[config.mk]
export PLATFORM = sky130hd
export DESIGN_NAME = qtg_mul
export DESIGN_NICKNAME = d
export VERILOG_FILES = /design/src/hdl/qtg_pkg.sv /design/src/hdl/qtg_mul.sv
export SDC_FILE = /design/constraint.sdc
export NUM_CORES = 2
export LEC_CHECK = 0
export BUFFER_PORTS_ARGS = -buffer_cell sky130_fd_sc_hd__buf_2
export CAP_MARGIN = 20
export CORE_UTILIZATION = 63
export CTS_BUF_LIST = sky130_fd_sc_hd__clkbuf_16
export DETAILED_ROUTE_END_ITERATION = 16
export PLACE_DENSITY = 0.81
export SYNTH_ARGS = -nofsm -noshare
export SYNTH_HDL_FRONTEND = slang
export SYNTH_SLANG_ARGS = --single-unit
[constraint.sdc]
create_clock -name aclk -period 23.1 [get_ports aclk]
set_input_delay 2.31 -clock aclk [delete_from_list [all_inputs] [get_ports aclk]]
set_output_delay 2.31 -clock aclk [all_outputs]
set_load 0.03 [all_outputs]
[src/hdl/qtg_pkg.sv]
`timescale 1ns / 1ps
// ----------------------------------------------------------------------------
// qtg_pkg
// Shared types, constants and the micro-program of the quintic trajectory
// generator: operation codes, operand selects and the step table.
// ----------------------------------------------------------------------------
package qtg_pkg;

    localparam int QTG_MAX_SAMPLES = 64;
    // dividend width of the shared divider: a 64-bit magnitude scaled by 2^16
    localparam int QTG_DIV_W       = 80;
    localparam int QTG_DEN_W       = 31;
    localparam int QTG_PC_W        = 7;
    // first step of the per-sample part of the program
    localparam logic [QTG_PC_W-1:0] QTG_LOOP_PC = 7'd34;

    localparam logic signed [63:0] QTG_POS_MAX = 64'sh7FFF_FFFF_FFFF_FFFF;
    localparam logic signed [63:0] QTG_NEG_MAX = 64'sh8000_0000_0000_0001;

    typedef enum logic [2:0] {
        OP_MUL,
        OP_ADD,
        OP_SUB,
        OP_DIVQ,
        OP_DIVN,
        OP_DIVS,
        OP_EMIT
    } qtg_op_t;

    typedef enum logic [1:0] {
        SH_0,
        SH_16,
        SH_32,
        SH_33
    } qtg_shift_t;

    typedef enum logic [4:0] {
        R_X0, R_V0, R_A0, R_XF, R_VF, R_AF,
        R_T, R_TT, R_H,
        R_W1, R_W2, R_W3, R_W4,
        R_D3, R_D4, R_D5,
        R_P, R_DV, R_DA, R_TMP, R_S
    } qtg_reg_t;

    typedef enum logic [1:0] {
        ST_OK        = 2'd0,
        ST_BAD_TIME  = 2'd1,
        ST_TRUNCATED = 2'd2
    } qtg_status_t;

    typedef struct packed {
        qtg_op_t           op;
        qtg_reg_t          dst;
        qtg_reg_t          src_a;
        qtg_reg_t          src_b;
        logic              use_imm;
        logic signed [5:0] imm;
        qtg_shift_t        shift;
    } qtg_uop_t;

    typedef struct packed {
        logic       start;
        qtg_shift_t shift;
    } qtg_mul_req_t;

    // saturating add / subtract, limits +-(2^63-1)
    function automatic logic signed [63:0] qtg_sadd(input logic signed [63:0] a,
                                                    input logic signed [63:0] b,
                                                    input logic               sub);
        logic signed [64:0] s;
        s = sub ? ($signed({a[63], a}) - $signed({b[63], b}))
                : ($signed({a[63], a}) + $signed({b[63], b}));
        if (s > $signed({1'b0, QTG_POS_MAX})) begin
            return QTG_POS_MAX;
        end else if (s < $signed({1'b1, QTG_NEG_MAX})) begin
            return QTG_NEG_MAX;
        end
        return s[63:0];
    endfunction

    function automatic logic [31:0] qtg_sat32(input logic signed [63:0] v);
        if (v > 64'sd2147483647) begin
            return 32'h7FFF_FFFF;
        end else if (v < -64'sd2147483648) begin
            return 32'h8000_0000;
        end
        return v[31:0];
    endfunction

    function automatic qtg_uop_t u_mul(input qtg_reg_t d, input qtg_reg_t a,
                                       input qtg_reg_t b, input qtg_shift_t sh);
        return '{op: OP_MUL, dst: d, src_a: a, src_b: b, use_imm: 1'b0,
                 imm: 6'sd0, shift: sh};
    endfunction

    function automatic qtg_uop_t u_mli(input qtg_reg_t d, input qtg_reg_t a,
                                       input logic signed [5:0] c);
        return '{op: OP_MUL, dst: d, src_a: a, src_b: R_X0, use_imm: 1'b1,
                 imm: c, shift: SH_0};
    endfunction

    function automatic qtg_uop_t u_alu(input qtg_op_t o, input qtg_reg_t d,
                                       input qtg_reg_t a, input qtg_reg_t b);
        return '{op: o, dst: d, src_a: a, src_b: b, use_imm: 1'b0,
                 imm: 6'sd0, shift: SH_0};
    endfunction

    // step table: coefficient solve, then one pass per sample
    function automatic qtg_uop_t qtg_uop(input logic [QTG_PC_W-1:0] pc);
        qtg_uop_t u;
        case (pc)
            // scaled boundary terms
            7'd0:  u = u_mul(R_TT, R_T, R_T, SH_0);
            7'd1:  u = u_alu(OP_SUB, R_H, R_XF, R_X0);
            7'd2:  u = u_mul(R_W1, R_V0, R_T, SH_16);
            7'd3:  u = u_mul(R_W2, R_VF, R_T, SH_16);
            7'd4:  u = u_mul(R_W3, R_A0, R_TT, SH_33);
            7'd5:  u = u_mul(R_W4, R_AF, R_TT, SH_33);
            // cubic coefficient
            7'd6:  u = u_mli(R_D3, R_H, 6'sd10);
            7'd7:  u = u_mli(R_TMP, R_W1, -6'sd6);
            7'd8:  u = u_alu(OP_ADD, R_D3, R_D3, R_TMP);
            7'd9:  u = u_mli(R_TMP, R_W2, -6'sd4);
            7'd10: u = u_alu(OP_ADD, R_D3, R_D3, R_TMP);
            7'd11: u = u_mli(R_TMP, R_W3, -6'sd3);
            7'd12: u = u_alu(OP_ADD, R_D3, R_D3, R_TMP);
            7'd13: u = u_mli(R_TMP, R_W4, 6'sd1);
            7'd14: u = u_alu(OP_ADD, R_D3, R_D3, R_TMP);
            // quartic coefficient
            7'd15: u = u_mli(R_D4, R_H, -6'sd15);
            7'd16: u = u_mli(R_TMP, R_W1, 6'sd8);
            7'd17: u = u_alu(OP_ADD, R_D4, R_D4, R_TMP);
            7'd18: u = u_mli(R_TMP, R_W2, 6'sd7);
            7'd19: u = u_alu(OP_ADD, R_D4, R_D4, R_TMP);
            7'd20: u = u_mli(R_TMP, R_W3, 6'sd3);
            7'd21: u = u_alu(OP_ADD, R_D4, R_D4, R_TMP);
            7'd22: u = u_mli(R_TMP, R_W4, -6'sd2);
            7'd23: u = u_alu(OP_ADD, R_D4, R_D4, R_TMP);
            // quintic coefficient
            7'd24: u = u_mli(R_D5, R_H, 6'sd6);
            7'd25: u = u_mli(R_TMP, R_W1, -6'sd3);
            7'd26: u = u_alu(OP_ADD, R_D5, R_D5, R_TMP);
            7'd27: u = u_mli(R_TMP, R_W2, -6'sd3);
            7'd28: u = u_alu(OP_ADD, R_D5, R_D5, R_TMP);
            7'd29: u = u_mli(R_TMP, R_W3, -6'sd1);
            7'd30: u = u_alu(OP_ADD, R_D5, R_D5, R_TMP);
            7'd31: u = u_mli(R_TMP, R_W4, 6'sd1);
            7'd32: u = u_alu(OP_ADD, R_D5, R_D5, R_TMP);
            // sample count
            7'd33: u = u_alu(OP_DIVN, R_S, R_T, R_T);
            // normalized time of this sample
            7'd34: u = u_alu(OP_DIVS, R_S, R_T, R_T);
            // position
            7'd35: u = u_mul(R_P, R_D5, R_S, SH_32);
            7'd36: u = u_alu(OP_ADD, R_P, R_P, R_D4);
            7'd37: u = u_mul(R_P, R_P, R_S, SH_32);
            7'd38: u = u_alu(OP_ADD, R_P, R_P, R_D3);
            7'd39: u = u_mul(R_P, R_P, R_S, SH_32);
            7'd40: u = u_alu(OP_ADD, R_P, R_P, R_W3);
            7'd41: u = u_mul(R_P, R_P, R_S, SH_32);
            7'd42: u = u_alu(OP_ADD, R_P, R_P, R_W1);
            7'd43: u = u_mul(R_P, R_P, R_S, SH_32);
            7'd44: u = u_alu(OP_ADD, R_P, R_P, R_X0);
            // first derivative
            7'd45: u = u_mli(R_DV, R_D5, 6'sd5);
            7'd46: u = u_mul(R_DV, R_DV, R_S, SH_32);
            7'd47: u = u_mli(R_TMP, R_D4, 6'sd4);
            7'd48: u = u_alu(OP_ADD, R_DV, R_DV, R_TMP);
            7'd49: u = u_mul(R_DV, R_DV, R_S, SH_32);
            7'd50: u = u_mli(R_TMP, R_D3, 6'sd3);
            7'd51: u = u_alu(OP_ADD, R_DV, R_DV, R_TMP);
            7'd52: u = u_mul(R_DV, R_DV, R_S, SH_32);
            7'd53: u = u_mli(R_TMP, R_W3, 6'sd2);
            7'd54: u = u_alu(OP_ADD, R_DV, R_DV, R_TMP);
            7'd55: u = u_mul(R_DV, R_DV, R_S, SH_32);
            7'd56: u = u_mli(R_TMP, R_W1, 6'sd1);
            7'd57: u = u_alu(OP_ADD, R_DV, R_DV, R_TMP);
            // second derivative
            7'd58: u = u_mli(R_DA, R_D5, 6'sd20);
            7'd59: u = u_mul(R_DA, R_DA, R_S, SH_32);
            7'd60: u = u_mli(R_TMP, R_D4, 6'sd12);
            7'd61: u = u_alu(OP_ADD, R_DA, R_DA, R_TMP);
            7'd62: u = u_mul(R_DA, R_DA, R_S, SH_32);
            7'd63: u = u_mli(R_TMP, R_D3, 6'sd6);
            7'd64: u = u_alu(OP_ADD, R_DA, R_DA, R_TMP);
            7'd65: u = u_mul(R_DA, R_DA, R_S, SH_32);
            7'd66: u = u_mli(R_TMP, R_W3, 6'sd2);
            7'd67: u = u_alu(OP_ADD, R_DA, R_DA, R_TMP);
            // back to time units
            7'd68: u = u_alu(OP_DIVQ, R_DV, R_DV, R_DV);
            7'd69: u = u_alu(OP_DIVQ, R_DA, R_DA, R_DA);
            7'd70: u = u_alu(OP_DIVQ, R_DA, R_DA, R_DA);
            default: u = u_alu(OP_EMIT, R_TMP, R_TMP, R_TMP);
        endcase
        return u;
    endfunction

endpackage

[src/hdl/qtg_mul.sv]
`timescale 1ns / 1ps
// ----------------------------------------------------------------------------
// qtg_mul
// Shared signed 64x64 multiplier with truncating right shift and saturation.
// Four 32x32 partial products accumulated in turn, then a final step that truncates and saturates.
// ----------------------------------------------------------------------------
module qtg_mul (
    input  logic                 aclk,
    input  logic                 aresetn,
    input  qtg_pkg::qtg_mul_req_t req,
    input  logic signed [63:0]   op_a,
    input  logic signed [63:0]   op_b,
    output logic                 done,
    output logic signed [63:0]   result
);
    import qtg_pkg::*;

    logic               busy_reg, fin_reg, done_reg;
    logic [1:0]         step_reg;
    logic [63:0]        ua_reg, ub_reg;
    logic               neg_reg;
    qtg_shift_t         sh_reg;
    logic [127:0]       acc_reg;
    logic signed [63:0] result_reg;

    logic [31:0]  a_part, b_part;
    logic [63:0]  prod;
    logic [1:0]   place;
    logic [127:0] addend;
    logic [127:0] shifted;
    logic         ovf;
    logic [62:0]  mag;

    // partial product of the current step
    always_comb begin
        a_part  = step_reg[1] ? ua_reg[63:32] : ua_reg[31:0];
        b_part  = step_reg[0] ? ub_reg[63:32] : ub_reg[31:0];
        prod    = a_part * b_part;
        place   = {1'b0, step_reg[1]} + {1'b0, step_reg[0]};
        addend  = {64'd0, prod} << {place, 5'd0};
    end

    // truncate and saturate the full product
    always_comb begin
        case (sh_reg)
            SH_0:    shifted = acc_reg;
            SH_16:   shifted = acc_reg >> 16;
            SH_32:   shifted = acc_reg >> 32;
            SH_33:   shifted = acc_reg >> 33;
            default: shifted = acc_reg;
        endcase
        ovf = |shifted[127:63];
        mag = ovf ? {63{1'b1}} : shifted[62:0];
    end

    always_ff @(posedge aclk) begin
        if (!aresetn) begin
            busy_reg <= 1'b0;
            fin_reg  <= 1'b0;
            done_reg <= 1'b0;
        end else begin
            done_reg <= 1'b0;
            if (req.start) begin
                busy_reg <= 1'b1;
                step_reg <= 2'd0;
                acc_reg  <= 128'd0;
                ua_reg   <= op_a[63] ? (~op_a + 64'd1) : op_a;
                ub_reg   <= op_b[63] ? (~op_b + 64'd1) : op_b;
                neg_reg  <= op_a[63] ^ op_b[63];
                sh_reg   <= req.shift;
            end else if (busy_reg) begin
                acc_reg  <= acc_reg + addend;
                step_reg <= step_reg + 2'd1;
                if (step_reg == 2'd3) begin
                    busy_reg <= 1'b0;
                    fin_reg  <= 1'b1;
                end
            end else if (fin_reg) begin
                fin_reg    <= 1'b0;
                done_reg   <= 1'b1;
                result_reg <= neg_reg ? -$signed({1'b0, mag}) : $signed({1'b0, mag});
            end
        end
    end

    assign done   = done_reg;
    assign result = result_reg;

endmodule

==> metrics.txt <==
EDFF count, synth 325; Avg Cell Area, Syn 8.96 sq um; row count 112; count of state elements after synthesis 328; CP Launch Type flop; HP Class reg2reg; ys async rst share 0%; reg2reg path depth 40; root buffer cell clkbuf_16; aggregate global routing overflow 0; initial antenna violation count 13; final RePlAce weighted congestion 1.06; max_cap viols 0; register area share after synthesis 16.6%; H-tree levels 2; warnings from Yosys 0; CP max stage cell mux2i_4; minimum clock period 14.15 ns; Via density 6.55; Hold Buf Count CTS 0; drt total wl 203000 microns; Max-slew headroom 22.6%; area grow syn2layout 6.07%; hold path depth 2; Net Count, Synth 8036; DRC viols 0; CTS Buffer Depth 3; GRT Util Overall 42.8%; Wirelength per Cell 25.6 microns; register-to-register setup slack 8.95 ns; ranking of synthesized cells by area fa_1, edfxtp_1, ha_1, nor2_1, inv_1; fin nets 8030; chip height 309 microns; Critical Path AT 14.54 ns; Slew @ Worst Pin 1.14 ns; required time worst endpoint 23.49 ns; Buffers on Ports 197; Post-synth top flop edfxtp_1; DR iter-0 viols 6820; unrepaired setup endpoints after global routing false; Post-DRT Antenna Nets 0; share of the synthesized area in the top cell type 30.3%; Mapped Area 59300 sq um; Setup-failing EPs final 0; CTS tree done; Core Area 93200 sq um; first-pass GRT wire length 304000 microns; # fillers 7362; Die Width 309 microns; critical-path maximum fanout 48; Hold Fails Final Rpt 0; CTS sink count 328; fin. max-slew vios 0; Detail Placement HPWL 156000 microns; kind of critical path reg2reg; die area 95300 sq um; clk slew on worst S/H paths 0.06 ns; DR vias 51694; TritonCTS Buffers 40; router iterations before antenna repair 8; largest net degree at the start of global routing 66; Initial Utilization 63.6%; CP max stage delay 1.04 ns; Final Skew 0.0825 ns; Period Utilization, post-route 61.2%; Distinct cells, synth 86; status completed; CP dominant cell by count fa_1; Max Fclk 70.7 MHz; io pins 198; Setup crit end kind flop; most frequent cells after synthesis nor2_1, inv_1, fa_1, nand2_1, ha_1; max reg flops 128; Post-CTS Setup Bufs 0; CTS resizes 0; top-count cell post-synth nor2_1; vias in the first global route 51598; post-route setup TNS 0 ns; worst skew pair latency 0.68 ns; Mapped Cells 6612; Synth area leader fa_1; layout cell share with drive strength beyond 1 8.65%
==> cells by family (layout without fill, tap and decap cells) <==
group	Yosys count	count (layout)	share of synthesized area, %
other cells	0	7	0
buf+inv	1257	1282	8.05
flops	328	328	16.6
mux	215	215	5.07
compound gates	1035	1035	11.1
fa+ha+maj	1291	1291	38.6
simple gates	2167	2167	15.9
xor+xnor	319	319	4.71
==> worst paths after layout <==
check                                               start                    endpoint
worst max register to register  step_reg[0]$_SDFFCE_PP0P_  acc_reg[127]$_SDFFCE_PP0P_
worst max-delay path            step_reg[0]$_SDFFCE_PP0P_  acc_reg[127]$_SDFFCE_PP0P_
worst min-delay path                 fin_reg$_SDFFE_PN0P_        fin_reg$_SDFFE_PN0P_
worst min register to register       fin_reg$_SDFFE_PN0P_        fin_reg$_SDFFE_PN0P_
==> area by class of cell <==
| type | instances | area [sq um] | share of cell area, % |
|---|---|---|---|
| Timing Repair Buffer | 291 | 1700 | 2.70 |
| Inverter | 918 | 3450 | 5.48 |
| Multi-Input combinational cell | 5027 | 44900 | 71.4 |
| Sequential cell | 328 | 9820 | 15.6 |
| Clock inverter | 33 | 423 | 0.673 |
| Antenna cell | 7 | 17.5 | 0.0279 |
| Tap cell | 1254 | 1570 | 2.50 |
| Clock buffer | 40 | 1000 | 1.59 |
==> layer usage <==
metal	track usage, %	vias to the layer above	wire (microns)
met5	0.506	-	164
met4	24.0	10	13700
met3	16.5	949	31900
met2	61.3	3805	84800
met1	55.7	25203	72000
li1	-	21727	-
==> worst max-delay path: cells and delay by family (launching register included) <==
kind,cells,cell delay [ns]
flip-flops,1,0.79
AO/OA/AOI/OAI,16,3.95
AND/OR/NAND/NOR,8,2.21
multiplexers,1,1.04
adder cells (fa/ha/maj),10,4.65
XOR/XNOR,1,0.16
buffers and inverters,4,1.09
==> placed cells by master (no fill, tap or decap), types with 37 or more instances in the layout <==
master / n
a21o_1: 156
a21oi_1: 290
a31oi_1: 40
and2_1: 48
buf_2: 196
buf_4: 93
clkbuf_16: 40
edfxtp_1: 325
fa_1: 897
ha_1: 394
inv_1: 920
mux2_2: 71
mux2i_1: 44
mux4_2: 61
nand2_1: 673
nand3_1: 54
nand4_1: 79
nor2_1: 983
nor3_1: 67
nor4_1: 37
o21ai_0: 213
o21bai_1: 63
o31ai_1: 44
or3_1: 50
xnor2_1: 230
xor2_1: 89
==> through the flow <==
| stage | cell area (sq um) | setup slack [ns] | util, % | instances | hold slack [ns] |
|---|---|---|---|---|---|
| 2_1_floorplan | 59300 | 11.31 | - | 6612 | 0.417 |
| 3_3_place_gp | 61400 | 9.50 | 65.9 | 7815 | 0.454 |
| 3_5_place_dp | 61400 | 9.22 | 65.9 | 7816 | 0.479 |
| 4_1_cts | 62800 | 9.14 | 67.4 | 7889 | 0.495 |
| 5_1_grt | 62900 | 8.62 | 67.4 | 7891 | 0.536 |
| 6_report | 62900 | 8.95 | 67.5 | 7898 | 0.500 |
Power is not shown: default switching activity piles up to over one toggle a cycle in this logic, so the estimate is an artifact.
