<file path="src/hdl/qtg_pkg.sv">
`timescale 1ns / 1ps
// ----------------------------------------------------------------------------
// qtg_pkg
// Shared types, constants and the micro-program of the quintic trajectory
// generator: operation codes, operand selects and the step table.
// ----------------------------------------------------------------------------
package qtg_pkg;

    localparam int QTG_MAX_SAMPLES = 64;
    // dividend width of the shared divider: a 64-bit magnitude scaled by 2^16
    localparam int QTG_DIV_W       = 80;
    localparam int QTG_DEN_W       = 31;
    localparam int QTG_PC_W        = 7;
    // first step of the per-sample part of the program
    localparam logic [QTG_PC_W-1:0] QTG_LOOP_PC = 7'd34;

    localparam logic signed [63:0] QTG_POS_MAX = 64'sh7FFF_FFFF_FFFF_FFFF;
    localparam logic signed [63:0] QTG_NEG_MAX = 64'sh8000_0000_0000_0001;

    typedef enum logic [2:0] {
        OP_MUL,
        OP_ADD,
        OP_SUB,
        OP_DIVQ,
        OP_DIVN,
        OP_DIVS,
        OP_EMIT
    } qtg_op_t;

    typedef enum logic [1:0] {
        SH_0,
        SH_16,
        SH_32,
        SH_33
    } qtg_shift_t;

    typedef enum logic [4:0] {
        R_X0, R_V0, R_A0, R_XF, R_VF, R_AF,
        R_T, R_TT, R_H,
        R_W1, R_W2, R_W3, R_W4,
        R_D3, R_D4, R_D5,
        R_P, R_DV, R_DA, R_TMP, R_S
    } qtg_reg_t;

    typedef enum logic [1:0] {
        ST_OK        = 2'd0,
        ST_BAD_TIME  = 2'd1,
        ST_TRUNCATED = 2'd2
    } qtg_status_t;

    typedef struct packed {
        qtg_op_t           op;
        qtg_reg_t          dst;
        qtg_reg_t          src_a;
        qtg_reg_t          src_b;
        logic              use_imm;
        logic signed [5:0] imm;
        qtg_shift_t        shift;
    } qtg_uop_t;

    typedef struct packed {
        logic       start;
        qtg_shift_t shift;
    } qtg_mul_req_t;

    // saturating add / subtract, limits +-(2^63-1)
    function automatic logic signed [63:0] qtg_sadd(input logic signed [63:0] a,
                                                    input logic signed [63:0] b,
                                                    input logic               sub);
        logic signed [64:0] s;
        s = sub ? ($signed({a[63], a}) - $signed({b[63], b}))
                : ($signed({a[63], a}) + $signed({b[63], b}));
        if (s > $signed({1'b0, QTG_POS_MAX})) begin
            return QTG_POS_MAX;
        end else if (s < $signed({1'b1, QTG_NEG_MAX})) begin
            return QTG_NEG_MAX;
        end
        return s[63:0];
    endfunction

    function automatic logic [31:0] qtg_sat32(input logic signed [63:0] v);
        if (v > 64'sd2147483647) begin
            return 32'h7FFF_FFFF;
        end else if (v < -64'sd2147483648) begin
            return 32'h8000_0000;
        end
        return v[31:0];
    endfunction

    function automatic qtg_uop_t u_mul(input qtg_reg_t d, input qtg_reg_t a,
                                       input qtg_reg_t b, input qtg_shift_t sh);
        return '{op: OP_MUL, dst: d, src_a: a, src_b: b, use_imm: 1'b0,
                 imm: 6'sd0, shift: sh};
    endfunction

    function automatic qtg_uop_t u_mli(input qtg_reg_t d, input qtg_reg_t a,
                                       input logic signed [5:0] c);
        return '{op: OP_MUL, dst: d, src_a: a, src_b: R_X0, use_imm: 1'b1,
                 imm: c, shift: SH_0};
    endfunction

    function automatic qtg_uop_t u_alu(input qtg_op_t o, input qtg_reg_t d,
                                       input qtg_reg_t a, input qtg_reg_t b);
        return '{op: o, dst: d, src_a: a, src_b: b, use_imm: 1'b0,
                 imm: 6'sd0, shift: SH_0};
    endfunction

    // step table: coefficient solve, then one pass per sample
    function automatic qtg_uop_t qtg_uop(input logic [QTG_PC_W-1:0] pc);
        qtg_uop_t u;
        case (pc)
            // scaled boundary terms
            7'd0:  u = u_mul(R_TT, R_T, R_T, SH_0);
            7'd1:  u = u_alu(OP_SUB, R_H, R_XF, R_X0);
            7'd2:  u = u_mul(R_W1, R_V0, R_T, SH_16);
            7'd3:  u = u_mul(R_W2, R_VF, R_T, SH_16);
            7'd4:  u = u_mul(R_W3, R_A0, R_TT, SH_33);
            7'd5:  u = u_mul(R_W4, R_AF, R_TT, SH_33);
            // cubic coefficient
            7'd6:  u = u_mli(R_D3, R_H, 6'sd10);
            7'd7:  u = u_mli(R_TMP, R_W1, -6'sd6);
            7'd8:  u = u_alu(OP_ADD, R_D3, R_D3, R_TMP);
            7'd9:  u = u_mli(R_TMP, R_W2, -6'sd4);
            7'd10: u = u_alu(OP_ADD, R_D3, R_D3, R_TMP);
            7'd11: u = u_mli(R_TMP, R_W3, -6'sd3);
            7'd12: u = u_alu(OP_ADD, R_D3, R_D3, R_TMP);
            7'd13: u = u_mli(R_TMP, R_W4, 6'sd1);
            7'd14: u = u_alu(OP_ADD, R_D3, R_D3, R_TMP);
            // quartic coefficient
            7'd15: u = u_mli(R_D4, R_H, -6'sd15);
            7'd16: u = u_mli(R_TMP, R_W1, 6'sd8);
            7'd17: u = u_alu(OP_ADD, R_D4, R_D4, R_TMP);
            7'd18: u = u_mli(R_TMP, R_W2, 6'sd7);
            7'd19: u = u_alu(OP_ADD, R_D4, R_D4, R_TMP);
            7'd20: u = u_mli(R_TMP, R_W3, 6'sd3);
            7'd21: u = u_alu(OP_ADD, R_D4, R_D4, R_TMP);
            7'd22: u = u_mli(R_TMP, R_W4, -6'sd2);
            7'd23: u = u_alu(OP_ADD, R_D4, R_D4, R_TMP);
            // quintic coefficient
            7'd24: u = u_mli(R_D5, R_H, 6'sd6);
            7'd25: u = u_mli(R_TMP, R_W1, -6'sd3);
            7'd26: u = u_alu(OP_ADD, R_D5, R_D5, R_TMP);
            7'd27: u = u_mli(R_TMP, R_W2, -6'sd3);
            7'd28: u = u_alu(OP_ADD, R_D5, R_D5, R_TMP);
            7'd29: u = u_mli(R_TMP, R_W3, -6'sd1);
            7'd30: u = u_alu(OP_ADD, R_D5, R_D5, R_TMP);
            7'd31: u = u_mli(R_TMP, R_W4, 6'sd1);
            7'd32: u = u_alu(OP_ADD, R_D5, R_D5, R_TMP);
            // sample count
            7'd33: u = u_alu(OP_DIVN, R_S, R_T, R_T);
            // normalized time of this sample
            7'd34: u = u_alu(OP_DIVS, R_S, R_T, R_T);
            // position
            7'd35: u = u_mul(R_P, R_D5, R_S, SH_32);
            7'd36: u = u_alu(OP_ADD, R_P, R_P, R_D4);
            7'd37: u = u_mul(R_P, R_P, R_S, SH_32);
            7'd38: u = u_alu(OP_ADD, R_P, R_P, R_D3);
            7'd39: u = u_mul(R_P, R_P, R_S, SH_32);
            7'd40: u = u_alu(OP_ADD, R_P, R_P, R_W3);
            7'd41: u = u_mul(R_P, R_P, R_S, SH_32);
            7'd42: u = u_alu(OP_ADD, R_P, R_P, R_W1);
            7'd43: u = u_mul(R_P, R_P, R_S, SH_32);
            7'd44: u = u_alu(OP_ADD, R_P, R_P, R_X0);
            // first derivative
            7'd45: u = u_mli(R_DV, R_D5, 6'sd5);
            7'd46: u = u_mul(R_DV, R_DV, R_S, SH_32);
            7'd47: u = u_mli(R_TMP, R_D4, 6'sd4);
            7'd48: u = u_alu(OP_ADD, R_DV, R_DV, R_TMP);
            7'd49: u = u_mul(R_DV, R_DV, R_S, SH_32);
            7'd50: u = u_mli(R_TMP, R_D3, 6'sd3);
            7'd51: u = u_alu(OP_ADD, R_DV, R_DV, R_TMP);
            7'd52: u = u_mul(R_DV, R_DV, R_S, SH_32);
            7'd53: u = u_mli(R_TMP, R_W3, 6'sd2);
            7'd54: u = u_alu(OP_ADD, R_DV, R_DV, R_TMP);
            7'd55: u = u_mul(R_DV, R_DV, R_S, SH_32);
            7'd56: u = u_mli(R_TMP, R_W1, 6'sd1);
            7'd57: u = u_alu(OP_ADD, R_DV, R_DV, R_TMP);
            // second derivative
            7'd58: u = u_mli(R_DA, R_D5, 6'sd20);
            7'd59: u = u_mul(R_DA, R_DA, R_S, SH_32);
            7'd60: u = u_mli(R_TMP, R_D4, 6'sd12);
            7'd61: u = u_alu(OP_ADD, R_DA, R_DA, R_TMP);
            7'd62: u = u_mul(R_DA, R_DA, R_S, SH_32);
            7'd63: u = u_mli(R_TMP, R_D3, 6'sd6);
            7'd64: u = u_alu(OP_ADD, R_DA, R_DA, R_TMP);
            7'd65: u = u_mul(R_DA, R_DA, R_S, SH_32);
            7'd66: u = u_mli(R_TMP, R_W3, 6'sd2);
            7'd67: u = u_alu(OP_ADD, R_DA, R_DA, R_TMP);
            // back to time units
            7'd68: u = u_alu(OP_DIVQ, R_DV, R_DV, R_DV);
            7'd69: u = u_alu(OP_DIVQ, R_DA, R_DA, R_DA);
            7'd70: u = u_alu(OP_DIVQ, R_DA, R_DA, R_DA);
            default: u = u_alu(OP_EMIT, R_TMP, R_TMP, R_TMP);
        endcase
        return u;
    endfunction

endpackage

</file>
<file path="src/hdl/qtg_div.sv">
`timescale 1ns / 1ps
// ----------------------------------------------------------------------------
// qtg_div
// Shared unsigned restoring divider, one quotient bit per cycle.
// ----------------------------------------------------------------------------
module qtg_div (
    input  logic                          aclk,
    input  logic                          aresetn,
    input  logic                          start,
    input  logic [qtg_pkg::QTG_DIV_W-1:0] num,
    input  logic [qtg_pkg::QTG_DEN_W-1:0] den,
    output logic                          done,
    output logic [qtg_pkg::QTG_DIV_W-1:0] quot
);
    import qtg_pkg::*;

    localparam int CNT_W = $clog2(QTG_DIV_W);

    logic                 busy_reg, done_reg;
    logic [CNT_W-1:0]     cnt_reg;
    logic [QTG_DIV_W-1:0] nq_reg;
    logic [QTG_DEN_W-1:0] rem_reg, den_reg;

    logic [QTG_DEN_W:0]   trial;
    logic                 qbit;
    logic [QTG_DEN_W:0]   diff;

    // one trial subtraction
    always_comb begin
        trial = {rem_reg, nq_reg[QTG_DIV_W-1]};
        diff  = trial - {1'b0, den_reg};
        qbit  = trial >= {1'b0, den_reg};
    end

    always_ff @(posedge aclk) begin
        if (!aresetn) begin
            busy_reg <= 1'b0;
            done_reg <= 1'b0;
        end else begin
            done_reg <= 1'b0;
            if (start) begin
                busy_reg <= 1'b1;
                cnt_reg  <= '0;
                nq_reg   <= num;
                den_reg  <= den;
                rem_reg  <= '0;
            end else if (busy_reg) begin
                rem_reg <= qbit ? diff[QTG_DEN_W-1:0] : trial[QTG_DEN_W-1:0];
                nq_reg  <= {nq_reg[QTG_DIV_W-2:0], qbit};
                cnt_reg <= cnt_reg + CNT_W'(1);
                if (cnt_reg == CNT_W'(QTG_DIV_W - 1)) begin
                    busy_reg <= 1'b0;
                    done_reg <= 1'b1;
                end
            end
        end
    end

    assign done = done_reg;
    assign quot = nq_reg;

endmodule

</file>
<file path="config.mk">
export PLATFORM = sky130hd
export DESIGN_NAME = qtg_div
export DESIGN_NICKNAME = d
export VERILOG_FILES = /design/src/hdl/qtg_pkg.sv /design/src/hdl/qtg_div.sv
export SDC_FILE = /design/constraint.sdc
export NUM_CORES = 1
export LEC_CHECK = 0
export ABC_AREA = 1
export BUFFER_PORTS_ARGS = -buffer_cell sky130_fd_sc_hd__buf_2
export CORE_MARGIN = 8
export CORE_UTILIZATION = 55
export CTS_CLUSTER_DIAMETER = 150
export CTS_CLUSTER_SIZE = 10
export DETAILED_ROUTE_END_ITERATION = 8
export PLACE_DENSITY = 0.92
export SLEW_MARGIN = 25
export SYNTH_ARGS = -nofsm -noshare
export SYNTH_HDL_FRONTEND = slang
export SYNTH_SLANG_ARGS = --single-unit
</file>
<file path="constraint.sdc">
create_clock -name aclk -period 6 [get_ports aclk]
set_clock_uncertainty 0.2 [all_clocks]
set_input_delay 1.8 -clock aclk [delete_from_list [all_inputs] [get_ports aclk]]
set_output_delay 1.8 -clock aclk [all_outputs]
set_load 0.01 [all_outputs]
</file>
==> flow_summary.ini, run 1 <==
[layout]
largest_reg_flops = 80
final_common_cell = nand2_1
layout_common_cells = 485 x nand2_1, 194 x buf_2, 154 x inv_1
antenna_cells = 0
area_growth_pct = 20.1
fin_util_pct = 67.0
layout-drive-gt1-share_pct = 19.1
design_area_um2 = 10500
finalNetCount = 1441

[timing]
rsz0062_at_grt = no
maxSlewViolCount = 0
worst_pin_slew_ps = 813
fmax_ghz = 0.283
hold_viol = 0
fin_ws_ps = 2460
setup_viol = 0
post-route-min-period_ps = 3540
slew-limit-headroom_pct = 45.8
fin_setup_tns_ps = 0
period_share_pct = 58.9

[detailed_routing]
ant_nets = 0
dr.pass1.iters = 5
routed_wl_um = 23400
drc = 0
wire_per_inst_um = 15.3
drtIter0Drc = 682
via_count = 7696
viasPerCell = 5.05

[critical_path]
crit_type = in -> reg
crit_arrival_ps = 3620
cpMaxStageDelayCell = buf_4
r2r_start = quot[79]
rr_endpoint = rem_reg[3]
reg2reg_depth = 15
crit_family = buffers and inverters
cpPeakStageDelay_ps = 660
start_kind = primary input
reg2reg_slack_ps = 2880
cp_data_required_time_ps = 6080
path_buf_inv = 3
crit_fanout = 68
crit_path_cell_trace = buf_2 -> inv_2 -> buf_4 -> o21ai_0 -> nor2_1
worstSetupPathDepth = 5
worstSetupEndpointType = flop

[global_route]
grt_antenna_before_repair = 0
grt_pass1_vias = 7790
grt_usage_pct = 24.0
grt_start_max_net_pins = 86
grt_pass1_wl_um = 38200
grt-ovfl-total = 0

[hold_path]
min_to = quot[63]
hp-start = quot[62]
min_path_type = reg -> reg
hold_depth = 2

[clocking]
clock-sinks = 151
clkTransAtPathRegs_ps = 70
htree_levels = 4
cts_resized = 0
post_cts_buffers = 0
cts.path.max_buffers = 2
cts_tree = yes
clkLatencyLatePin_ps = 430
cts_root_buf = clkbuf_16
numCtsBuffers = 17
hold_buffers = 0

[placement]
hpwl_um = 17100
placed_cell_area_um2 = 9910
gp_congestion = 0.968
pre_cts_ws_ps = 2080
port_buffers = 194

[die]
die_area_um2 = 20200
boundaryPins = 195
rows = 46
start_util_pct = 55.8
die_h_um = 142
die_w_um = 142
core_um2 = 15700

[pwr]
vdd_ir_drop_max_mv = 0.268
p_leak_uw = 0.00547
power_density_nw_per_um2 = 313

[yosys]
synth_top_area_cell = edfxtp_1
synth_area_leaders = edfxtp_1 51%, nand2_1 21%, inv_1 6.6%, nor2_1 4.8%, ha_1 4.6%
synth_top_area_share_pct = 51.0
synth.avg_cell_area_um2 = 7.93
netlist_instances = 1105
yosysUniqueCellTypes = 35
syn_nets = 1252
netlist_area_um2 = 8770
seq_area_frac_synth_pct = 51.5
ys_seq_elements = 151
yosysWarnings = 0

[job]
max-cap-violations = 0

[status]
status = finished, final reports clean
## Yosys cell counts
cell / n
nor3_2: 1
buf_2: 1
inv_4: 1
xor2_1: 12
inv_1: 155
nor3_1: 3
nand2_8: 1
nand4_1: 5
o21ai_0: 10
fa_1: 1
nand2_1: 486
or2_1: 1
nor2_4: 2
nand3_1: 36
nand2_2: 6
nand3_2: 1
edfxtp_1: 149
nor3b_1: 1
and2_1: 1
a21oi_2: 1
nand2_4: 1
nor2_1: 113
clkbuf_1: 20
o21ai_1: 11
and2_4: 1
nand3b_1: 13
nor2_2: 2
o21bai_1: 1
a21oi_1: 25
dfxtp_1: 2
buf_1: 2
and3_1: 1
ha_1: 32
buf_6: 5
xnor2_1: 2
## how the worst max path moves through the flow
stage                      from          to  slack [ps]
after floorplan           start  cnt_reg[0]         420
after global placement    start  rem_reg[5]        2130
after detailed placement  start  rem_reg[6]        2080
after CTS                 start  rem_reg[4]        2500
after global routing      start  rem_reg[4]        2290
final                     start  rem_reg[4]        2460
## area by class of cell
cell class              count  area, um^2
fillers                  1247        5190
flip-flops and latches    151        4510
multi-input cells         770        3530
repair buffers            198        1010
inverters                 156         588
clock buffers              17         425
well taps                 216         270
clock inverters            15         185
## power breakdown
| group | switching (uW) | total [uW] | internal, uW |
|---|---|---|---|
| Sequential | 57.1 | 1350 | 1300 |
| Clock | 488 | 1120 | 632 |
| Combinational | 534 | 820 | 286 |
## per-layer routing
metal / track usage [%] / share of wire (%) / vias up
li1: - / - / 3842
met1: 29.0 / 41 / 3493
met2: 39.3 / 48 / 316
met3: 7.35 / 8.6 / 45
met4: 9.89 / 2.5 / 0
met5: 0 / 0 / -
## metrics by stage
| step | hold slack (ps) | total power (uW) | std cells |
|---|---|---|---|
| 5_1_grt | 375 | 3470 | 1523 |
| 3_3_place_gp | 312 | 2160 | 1491 |
| 4_1_cts | 340 | 3300 | 1523 |
| 3_5_place_dp | 323 | 2180 | 1491 |
| 2_1_floorplan | 245 | 1950 | 1105 |
| 6_report | 338 | 3290 | 1523 |
## cell families (layout without fill, tap and decap cells)
logic type	Yosys count	after routing	synth area share (%)
flip-flops	151	151	51.5
buffers and inverters	184	386	8.35
adder cells (fa/ha/maj)	33	33	4.80
AO/OA/AOI/OAI	48	48	2.81
XOR/XNOR	14	14	1.40
AND/OR/NAND/NOR	675	675	31.2
## tightest hold or removal path, stage by stage (launching register included)
cell      delay [ps]
edfxtp_1         340
nand2_1           50
nand2_1           50
No activity file was read; power rests on OpenSTA's default activity.
==> run 2: changes to the inputs <==
- ABC_AREA: 1 -> 0
- CORE_UTILIZATION: 55 -> 49
- PLACE_DENSITY: 0.92 -> 0.88
- clock period: 6 -> 3.24 ns (I/O delays scaled with it)
==> run 2 against run 1 <==
Critical path depth increased by 4; largest cell class unchanged; clock power increased by 79%; die area increased by 2.7%; synthesized cell count decreased by 42%; critical endpoint is now rem_reg[29].
==> flow_summary.ini, run 2 <==
[critical_path]
start_kind = flop
cp_data_required_time_ps = 3220
cpMaxStageDelayCell = or4b_1
worstSetupEndpointType = flop
crit_family = simple AND/OR/NAND/NOR gates
startpoint = rem_reg[14]
crit_path_cell_trace = ha_1 -> and2_4 -> or4b_1 -> a31o_1 -> o21ai_2 -> nand2_2 -> nor4_2 -> o21ai_1 -> a31o_1
crit_arrival_ps = 3080
cpPeakStageDelay_ps = 440
crit_top_cell = a31o_1
crit_type = reg -> reg
crit_fanout = 6
r2r_start = rem_reg[14]
path_buf_inv = 0

[pwr]
swShare_pct = 28.2
power.internal_uw = 4000
power.share.combinational_pct = 20.8
p_leak_uw = 0.00410
vdd_ir_drop_max_mv = 0.404
power_density_nw_per_um2 = 563
power.net_switching_uw = 1580
clkPwrFrac_pct = 35.9
share_seq_of_total_power_pct = 43.3

[yosys]
synth_edf_count = 149
yosysUniqueCellTypes = 60
netlist_instances = 641
synth_top_area_share_pct = 55.6
syn_nets = 788
ys.flop_type = edfxtp_1
synthTopCellsByCount = 149 x edfxtp_1, 81 x mux2_2, 45 x a21oi_1
synth.avg_cell_area_um2 = 12.6
async_flop_share_pct = 0
synth_area_leaders = edfxtp_1 56%, mux2_2 11%, ha_1 5.0%, a21oi_1 2.8%, nor2_1 2.0%
synth_most_common_cell = edfxtp_1
synth_top_area_cell = edfxtp_1
ys_seq_elements = 151
netlist_area_um2 = 8050
yosysWarnings = 0
seq_area_frac_synth_pct = 56.1

[clocking]
clkLatencyLatePin_ps = 430
clock-sinks = 151
hold_buffers = 0
numCtsBuffers = 17
cts_tree = yes
clkTransAtPathRegs_ps = 70
htree_levels = 4
cts.path.max_buffers = 2
cts_root_buf = clkbuf_16

[hold_path]
min_path_type = reg -> reg
hp-start = busy_reg

[detailed_routing]
dr.pass1.iters = 5
wire_per_inst_um = 19.1
drtIter0Drc = 453
drc = 0
viasPerCell = 5.47
ant_nets = 0
routed_wl_um = 20600
via_count = 5900

[layout]
fillers = 1351
design_area_um2 = 9910
area_growth_pct = 23.2
layout_common_cells = 193 x buf_2, 149 x edfxtp_1, 81 x mux2_2
multiInputGateArea_um2 = 3230
regArea_um2 = 4510
layout-drive-gt1-share_pct = 40.6
finalNetCount = 992
final_common_cell = buf_2
largest_reg_flops = 80

[timing]
worst_pin_slew_ps = 457
hold_viol = 0
fmax_ghz = 0.323
period_share_pct = 95.7
rsz0062_at_grt = no
slew-limit-headroom_pct = 69.5
fin_setup_tns_ps = 0
timing.hold.ws_ps = 248
setup_viol = 0
maxSlewViolCount = 0
post-route-min-period_ps = 3100

[job]
max-cap-violations = 0

[die]
core_um2 = 16300
die_h_um = 144
start_util_pct = 49.2
die_w_um = 144
rows = 47
die_area_um2 = 20800
boundaryPins = 195

[placement]
hpwl_um = 15300
port_buffers = 194
placed_cell_area_um2 = 9290
gp_congestion = 0.902

[global_route]
grt_usage_pct = 20.0
grt_pass1_wl_um = 31900
grt_antenna_before_repair = 2
grt-ovfl-total = 0
grt_pass1_vias = 6218
grt_start_max_net_pins = 65

[status]
status = finished, final reports clean
[run 2: cell types whose count changed in the layout (fill, tap and decap cells not counted), moves of 18 or more]
cell     before  now
inv_1       154   37
nor2_1      113   43
a21oi_1      25   43
nand2_1     485   37
mux2_2        0   81
nand3_1      36   14
[run 2: routing by layer]
| metal | track usage (%) | share of wire [%] | vias to the layer above |
|---|---|---|---|
| li1 | - | - | 2806 |
| met1 | 22.0 | 38 | 2817 |
| met2 | 33.7 | 50 | 235 |
| met3 | 8.55 | 9.6 | 40 |
| met4 | 7.67 | 2.3 | 2 |
| met5 | 0 | 0.053 | - |
[run 2: path summary, 6_finish.rpt]
| kind | endpoint | slack, ps | cells after the start |
|---|---|---|---|
| max | rem_reg[29] | 140 | 9 |
| min | done | 250 | 2 |
| max reg2reg | rem_reg[29] | 140 | 9 |
| min reg2reg | done | 250 | 2 |
[run 2: tightest hold or removal path, delay by kind of cell, from the launching register on]
family,cells,cell delay (ps)
flip-flops,1,320
AND/OR/NAND/NOR,2,90
[run 2: cells by family after synthesis]
group / count (synthesis) / synth area share [%]
xor gates and xnor gates: 25 / 2.72
DFF: 151 / 56.1
AOI/OAI and AO/OA: 133 / 10.6
buffers and inverters: 65 / 4.10
adders and majority gates: 33 / 5.22
muxes: 89 / 12.3
and+or+nand+nor: 145 / 8.91
[run 2: repair_timing]
item	in CTS	in global routing
setup endpoints to repair	0	26
gates resized for setup	0	4
buffers inserted	0	2
[run 2: power by group through the flow]
| stage | Combinational [uW] | Sequential, uW | Clock, uW |
|---|---|---|---|
| after floorplan | 779 | 2470 | 0 |
| after global placement | 1110 | 2450 | 0 |
| after detailed placement | 1140 | 2450 | 0 |
| after CTS | 1150 | 2420 | 2030 |
| after global routing | 1270 | 2430 | 2110 |
| final | 1160 | 2420 | 2000 |
[run 2: stage by stage]
stage	worst slack (ps)	total power (uW)	utilization, %	instances
after detailed placement	128	3600	56.8	1044
after global routing	5.23	5810	60.6	1078
after CTS	114	5600	60.4	1075
final	140	5580	60.6	1078
after global placement	194	3560	56.8	1044
after floorplan	298	3250	-	641
[run 2: final cells by class]
class / count / area share, %
sequential: 151 / 45.5
inverter: 37 / 1.40
clock inverter: 14 / 1.63
clock buffer: 17 / 4.29
multi-input combinational: 425 / 32.6
timing repair buffer: 213 / 11.8
antenna: 1 / 0.0252
tap: 220 / 2.78
